### src/hdl/dpc_pkg.sv
// types, constants and helper functions for the defective pixel correction unit
package dpc_pkg;

  localparam int unsigned PixW       = 8;
  localparam int unsigned DimW       = 13;
  localparam int unsigned RowW       = 13;
  localparam int unsigned ThrW       = 8;
  localparam int unsigned SumW       = 11;
  localparam int unsigned CntW       = 4;
  localparam int unsigned RecipW     = 17;
  localparam int unsigned RecipShift = 16;
  localparam int unsigned HeightCap  = 4096;
  localparam int unsigned StepW      = 4;
  localparam int unsigned AddrW      = 4;
  localparam int unsigned DataW      = 32;

  localparam logic [PixW-1:0]  PixMax    = 8'd255;
  localparam logic [DimW-1:0]  WidthRst  = 13'd2464;
  localparam logic [DimW-1:0]  HeightRst = 13'd2056;
  localparam logic [ThrW-1:0]  ThrRst    = 8'd50;
  localparam logic [StepW-1:0] StepLast  = 4'd8;
  localparam logic [2:0]       DetCtrIdx = 3'd7;

  typedef enum logic [1:0] {
    REG_WIDTH  = 2'd0,
    REG_HEIGHT = 2'd1,
    REG_THRESH = 2'd2
  } reg_idx_e;

  typedef enum logic [2:0] {
    ST_IDLE,
    ST_DET_RD,
    ST_DET_WR,
    ST_OUT_RD0,
    ST_OUT_CHK,
    ST_OUT_RD,
    ST_OUT_DIV,
    ST_FINISH
  } state_e;

  typedef struct packed {
    logic [DimW-1:0] frame_width;
    logic [DimW-1:0] frame_height;
    logic [ThrW-1:0] threshold;
    logic            restart;
  } cfg_t;

  // row and column offsets coded 0, 1, 2 for -1, 0, +1
  typedef struct packed {
    logic [1:0] dr;
    logic [1:0] dc;
  } off_t;

  localparam off_t CenterOff = '{dr: 2'd1, dc: 2'd1};

  // neighbour order: top row, middle left/right, bottom row (lower right last)
  function automatic off_t nb_off(input logic [2:0] k);
    off_t o;
    unique case (k)
      3'd0:    o = '{dr: 2'd0, dc: 2'd0};
      3'd1:    o = '{dr: 2'd0, dc: 2'd1};
      3'd2:    o = '{dr: 2'd0, dc: 2'd2};
      3'd3:    o = '{dr: 2'd1, dc: 2'd0};
      3'd4:    o = '{dr: 2'd1, dc: 2'd2};
      3'd5:    o = '{dr: 2'd2, dc: 2'd0};
      3'd6:    o = '{dr: 2'd2, dc: 2'd1};
      default: o = '{dr: 2'd2, dc: 2'd2};
    endcase
    return o;
  endfunction

  // (r + dr - 1) mod 3
  function automatic logic [1:0] mod3_add(input logic [1:0] r, input logic [1:0] dr);
    logic [2:0] s;
    logic [1:0] m;
    s = 3'(r) + 3'(dr) + 3'd2;
    case (s) inside
      3'd0, 3'd3, 3'd6: m = 2'd0;
      3'd1, 3'd4, 3'd7: m = 2'd1;
      default:          m = 2'd2;
    endcase
    return m;
  endfunction

  function automatic logic [1:0] mod3_inc(input logic [1:0] r);
    return (r == 2'd2) ? 2'd0 : r + 2'd1;
  endfunction

  // ceil(2^16 / c), exact floor division for sums up to 2040
  function automatic logic [RecipW-1:0] recip(input logic [CntW-1:0] c);
    logic [RecipW-1:0] r;
    case (c)
      4'd1:    r = 17'd65536;
      4'd2:    r = 17'd32768;
      4'd3:    r = 17'd21846;
      4'd4:    r = 17'd16384;
      4'd5:    r = 17'd13108;
      4'd6:    r = 17'd10923;
      4'd7:    r = 17'd9363;
      4'd8:    r = 17'd8192;
      default: r = '0;
    endcase
    return r;
  endfunction

endpackage

### src/hdl/dpc_regs.sv
// configuration registers behind the apb-style port
module dpc_regs
  import dpc_pkg::*;
(
  input  logic             clk_i,
  input  logic             rst_ni,
  input  logic             psel,
  input  logic             penable,
  input  logic             pwrite,
  input  logic [AddrW-1:0] paddr,
  input  logic [DataW-1:0] pwdata,
  output logic [DataW-1:0] prdata,
  output logic             pready,
  output cfg_t             cfg_o
);

  logic [DimW-1:0] width_q, width_d;
  logic [DimW-1:0] height_q, height_d;
  logic [ThrW-1:0] thr_q, thr_d;
  logic            wr_en;
  logic            restart;
  reg_idx_e        idx;

  assign pready = 1'b1;
  assign wr_en  = psel && penable && pwrite;
  assign idx    = reg_idx_e'(paddr[3:2]);

  always_comb begin
    width_d  = width_q;
    height_d = height_q;
    thr_d    = thr_q;
    restart  = 1'b0;
    prdata   = '0;
    unique case (idx)
      REG_WIDTH: begin
        prdata = DataW'(width_q);
        if (wr_en) begin
          width_d = pwdata[DimW-1:0];
          restart = 1'b1;
        end
      end
      REG_HEIGHT: begin
        prdata = DataW'(height_q);
        if (wr_en) begin
          height_d = pwdata[DimW-1:0];
          restart  = 1'b1;
        end
      end
      REG_THRESH: begin
        prdata = DataW'(thr_q);
        if (wr_en) begin
          thr_d = pwdata[ThrW-1:0];
        end
      end
      default: begin
        prdata = '0;
      end
    endcase
  end

  always_ff @(posedge clk_i or negedge rst_ni) begin
    if (!rst_ni) begin
      width_q  <= WidthRst;
      height_q <= HeightRst;
      thr_q    <= ThrRst;
    end else begin
      width_q  <= width_d;
      height_q <= height_d;
      thr_q    <= thr_d;
    end
  end

  assign cfg_o = '{
    frame_width:  width_q,
    frame_height: height_q,
    threshold:    thr_q,
    restart:      restart
  };

endmodule

### config.mk
export PLATFORM = sky130hd
export DESIGN_NAME = dpc_regs
export DESIGN_NICKNAME = d
export VERILOG_FILES = /design/src/hdl/dpc_pkg.sv /design/src/hdl/dpc_regs.sv
export SDC_FILE = /design/constraint.sdc
export NUM_CORES = 1
export LEC_CHECK = 0
export CAP_MARGIN = 30
export CORE_ASPECT_RATIO = 0.5
export CORE_UTILIZATION = 35
export DETAILED_ROUTE_END_ITERATION = 8
export DONT_BUFFER_PORTS = 1
export SLEW_MARGIN = 20
export SYNTH_ARGS = -nofsm -noshare
export SYNTH_HDL_FRONTEND = slang
export SYNTH_SLANG_ARGS = --single-unit
### constraint.sdc
create_clock -name clk_i -period 2.4 [get_ports clk_i]
set_input_delay 0.72 -clock clk_i [delete_from_list [all_inputs] [get_ports clk_i]]
set_output_delay 0.72 -clock clk_i [all_outputs]
set_load 0.01 [all_outputs]
=== After elaboration in Yosys (flattened, before gate mapping) ===
Cells that the tools add are included.

* Logic and storage cells: 15
* Register bits after elaboration: 34
* Bits of input ports: 41

* Reduce and logical (&&, ||, !) cells: 7
* Muxes and demuxes: 3
* Equality and inequality tests: 2

{| class="wikitable"
|+ Operator list
! kind !! number
|-
| $pmux 13 s3 || 1
|-
| $reduce_and 2->1 || 3
|-
| $eq 2x1->1 const B || 1
|-
| $eq 2x2->1 const B || 1
|-
| $logic_and 1x1->1 || 2
|-
| $logic_not 2->1 || 1
|-
| $mux 1 || 2
|-
| $reduce_or 2->1 || 1
|}

=== Longest topological paths before layout ===
* Word-level depth: 4
* Depth in mapped cells: 5
* Mapped depth without buffers: 3

=== Least setup slack after synthesis ===
OpenSTA, ideal clock, no wires.

* Path kind: input port to output port
* Start: in paddr[2]
* End: out prdata[8]
* Cell stages on the path: 4
* Buffers on the path: 2
* Slack: 240 ps
* Arrival time: 1440 ps
* Cell sequence: buf_4 -> buf_1 -> mux2i_1 -> nor2_1

* Word-level cells in the longest chain between the ends: 2
* Elaborated cells on any way between the ends: 4

{| class="wikitable"
|+ RTL lines
! item !! RTL line !! source
|-
| start: declaration || dpc_regs.sv:10 || <nowiki>input logic [AddrW-1:0] paddr,</nowiki>
|-
| $eq 2x2->1, or another cell as far along || dpc_regs.sv:34 || <nowiki>unique case (idx)</nowiki>
|-
| $pmux 13 s3 (*) || dpc_regs.sv:34 ||
|-
| end: declaration || dpc_regs.sv:12 || <nowiki>output logic [DataW-1:0] prdata,</nowiki>
|}

Mark *: on every way between the ends. The rest lies on a longest branch, timed or not.

=== Worst setup path after layout ===
* Start: in paddr[2]
* End: out prdata[6]

The elaborated chain is that of the path after synthesis.

==> out/qor.json <==
{
  "run_status": "finished clean",
  "drt_drc_violations_left": 0,
  "wirelength_um": 3470,
  "drtIter0Drc": 44,
  "ctsHtreeMaxLevel": 2,
  "die_w_um": 103,
  "final_common_cell": "dfrtp_1",
  "floorplan.initialDensity_pct": 38.4,
  "irDropWorstVdd_v": 0.000356,
  "final_period_minus_worst_setup_slack_ns": 2.09,
  "clock_tree.buffer_depth": 2,
  "timing.final.ws_setup_ns": 0.314,
  "drv.max_cap_violation_count": 0,
  "critical-path-max-stage-delay_ns": 0.21,
  "netlist-cell-type-count": 20,
  "worst_ep_required_time_ns": 1.68,
  "tns_ns": 0,
  "syn-mean-instance-area_um2": 12.9,
  "rr_startpoint": "height_q[0]",
  "layout-drive-gt1-share_pct": 40.6,
  "final_hold_viol_count": 0,
  "antenna_found_initial": 0,
  "critPathTopFamily": "simple AND/OR/NAND/NOR gates",
  "synth-seq-area-share_pct": 48.5,
  "crit_path_cell_trace": "nor2b_1, buf_4, nand2_1, o21ai_0",
  "cts-root-buf": "clkbuf_8",
  "floorplan.die.height_um": 52.4,
  "cts_tree": "built",
  "clock-sinks": 34,
  "synth-compound-area-share_pct": 2.25,
  "fin_nets": 178,
  "gp_routability_congestion": 0.672,
  "wp_data_arrival_ns": 1.37,
  "antenna-diode-count": 0,
  "tritoncts_buffers": 5,
  "design.die.area_um2": 5390,
  "layout-area-overhead-vs-synth_pct": 2.74,
  "worst-slew-pin-transition_ns": 0.565,
  "num_vias": 998,
  "drt-pass1-iter-count": 4,
  "clock_skew_ns": 0,
  "maxSlewViolCount": 0,
  "clk-insertion-delay-late_ns": 0.28,
  "post_cts_buffers": 0,
  "grt_pass1_wl_um": 5390,
  "crit_fanout": 17,
  "max_clock_freq_mhz": 479,
  "grt.total_usage_pct": 14.1,
  "flop_and_latch_count_out_of_synthesis": 34,
  "finalCritPeriodShare_pct": 86.9,
  "number_of_global_route_vias_before_repair": 964,
  "slew_headroom_pct": 62.3,
  "dp_hpwl_um": 2390,
  "cts_hold_buf": 0,
  "postSynthCellCount": 138,
  "crit_path_top_delay_cell": "nor2b_1",
  "largest_net_degree_at_the_start_of_global_routing": 35,
  "path_class": "in -> out",
  "synth_top_family_by_area": "multiplexers",
  "routed_wire_length_per_instance_um": 17.0,
  "p_leak_nw": 0.850,
  "detailedPlace.worstSlack_ns": 0.321,
  "start_kind": "input port",
  "yosys.area_share.adder_pct": 0,
  "clk_pin_slew_worst_paths_ns": 0.07,
  "ioPinCount": 109,
  "power_density_nw_per_um2": 881,
  "cts-resized-gates": 0,
  "critical_path.startpoint": "paddr[2]",
  "num_rows": 17,
  "grt_remaining_overflow": 0,
  "commonest_cells_after_routing_fill_and_taps_aside": "25 x dfrtp_1, 24 x mux2_2, 20 x conb_1",
  "port_buffers": 0,
  "critical_path.endpoint_type": "output pin",
  "core_um2": 4640,
  "final_antenna_net_count": 0,
  "setup_viols_final": 0,
  "synth.cell_area_um2": 1780,
  "hp-class": "in -> async",
  "yosys_warnings": 0,
  "grt_setup_unrepaired": "no",
  "vias_per_cell": 4.89,
  "synthXorXnorAreaFrac_pct": 0,
  "synth_simple_gate_area_share_pct": 6.26,
  "critical_path.n_buffers_inverters": 1,
  "muxShareOfSynthArea_pct": 30.9
}
[cells in the mapped netlist, drive strengths merged]
library cell	instances	area share, %
o21ai	8	2.3
and4b	1	0.63
nor2	5	1.1
mux2	34	24
nor3	1	0.56
nand2	9	2.3
nor3b	1	1.1
nand3	1	0.28
mux2i	13	7.3
conb	2	0.42
clkbuf	1	0.21
dfrtp	25	35
buf	27	11
nor2b	1	0.35
dfstp	9	13
[stage by stage]
| stage | hold WS (ns) | instances | power [W] | area [µm²] | utilization, % |
|---|---|---|---|---|---|
| global placement | 0.425 | 196 | 0.00119 | 1740 | 37.5 |
| finish | 0.132 | 204 | 0.00161 | 1830 | 39.4 |
| CTS | 0.121 | 204 | 0.00164 | 1830 | 39.4 |
| detailed placement | 0.425 | 196 | 0.00120 | 1740 | 37.5 |
| global route | 0.110 | 204 | 0.00171 | 1830 | 39.4 |
| floorplan | 0.424 | 156 | 0.00117 | 1850 | - |
[flip-flops by register name, summed over array words and instances, names as in the netlist]
signal    flops
width_q      13
height_q     13
thr_q         8
[cells by family after synthesis]
kind of cell    count (synthesis)
buf+inv                        28
flops                          34
other cells                     2
simple gates                   19
mux                            47
compound gates                  8
[area by class of cell]
cell class / instances / area, µm²
Clock buffer: 7 / 86.3
Clock inverter: 1 / 5.00
Fill cell: 456 / 2810
Multi-Input combinational cell: 94 / 777
Sequential cell: 34 / 862
Tap cell: 66 / 82.6
Timing Repair Buffer: 2 / 15.0
[path summary, 6_finish.rpt]
kind / end / slack (ns) / cells after the start
setup / recovery: prdata[6] / 0.31 / 4
hold / removal: width_q[1] / 0.13 / 0
setup reg to reg: height_q[0] / 1.57 / 1
hold reg to reg: width_q[10] / 0.60 / 1
max in group asynchronous: width_q[7] / 2.09 / 0
min in group clk_i: height_q[3] / 0.59 / 1
[power by group]
group | internal (W) | total (W) | switching [W]
Combinational | 0.000157 | 0.000261 | 0.000104
Sequential | 0.000735 | 0.000925 | 0.000190
Clock | 0.000231 | 0.000424 | 0.000193
[routing by layer]
layer	GRT usage, %	vias to the layer above	share of wire, %	wire length, µm
met1	19.0	514	44	1540
met5	0	-	0	0
li1	-	428	-	-
met3	4.80	2	7.5	261
met4	4.23	0	0.75	26
met2	21.4	54	47	1640
(Power assumes the default switching activity.)
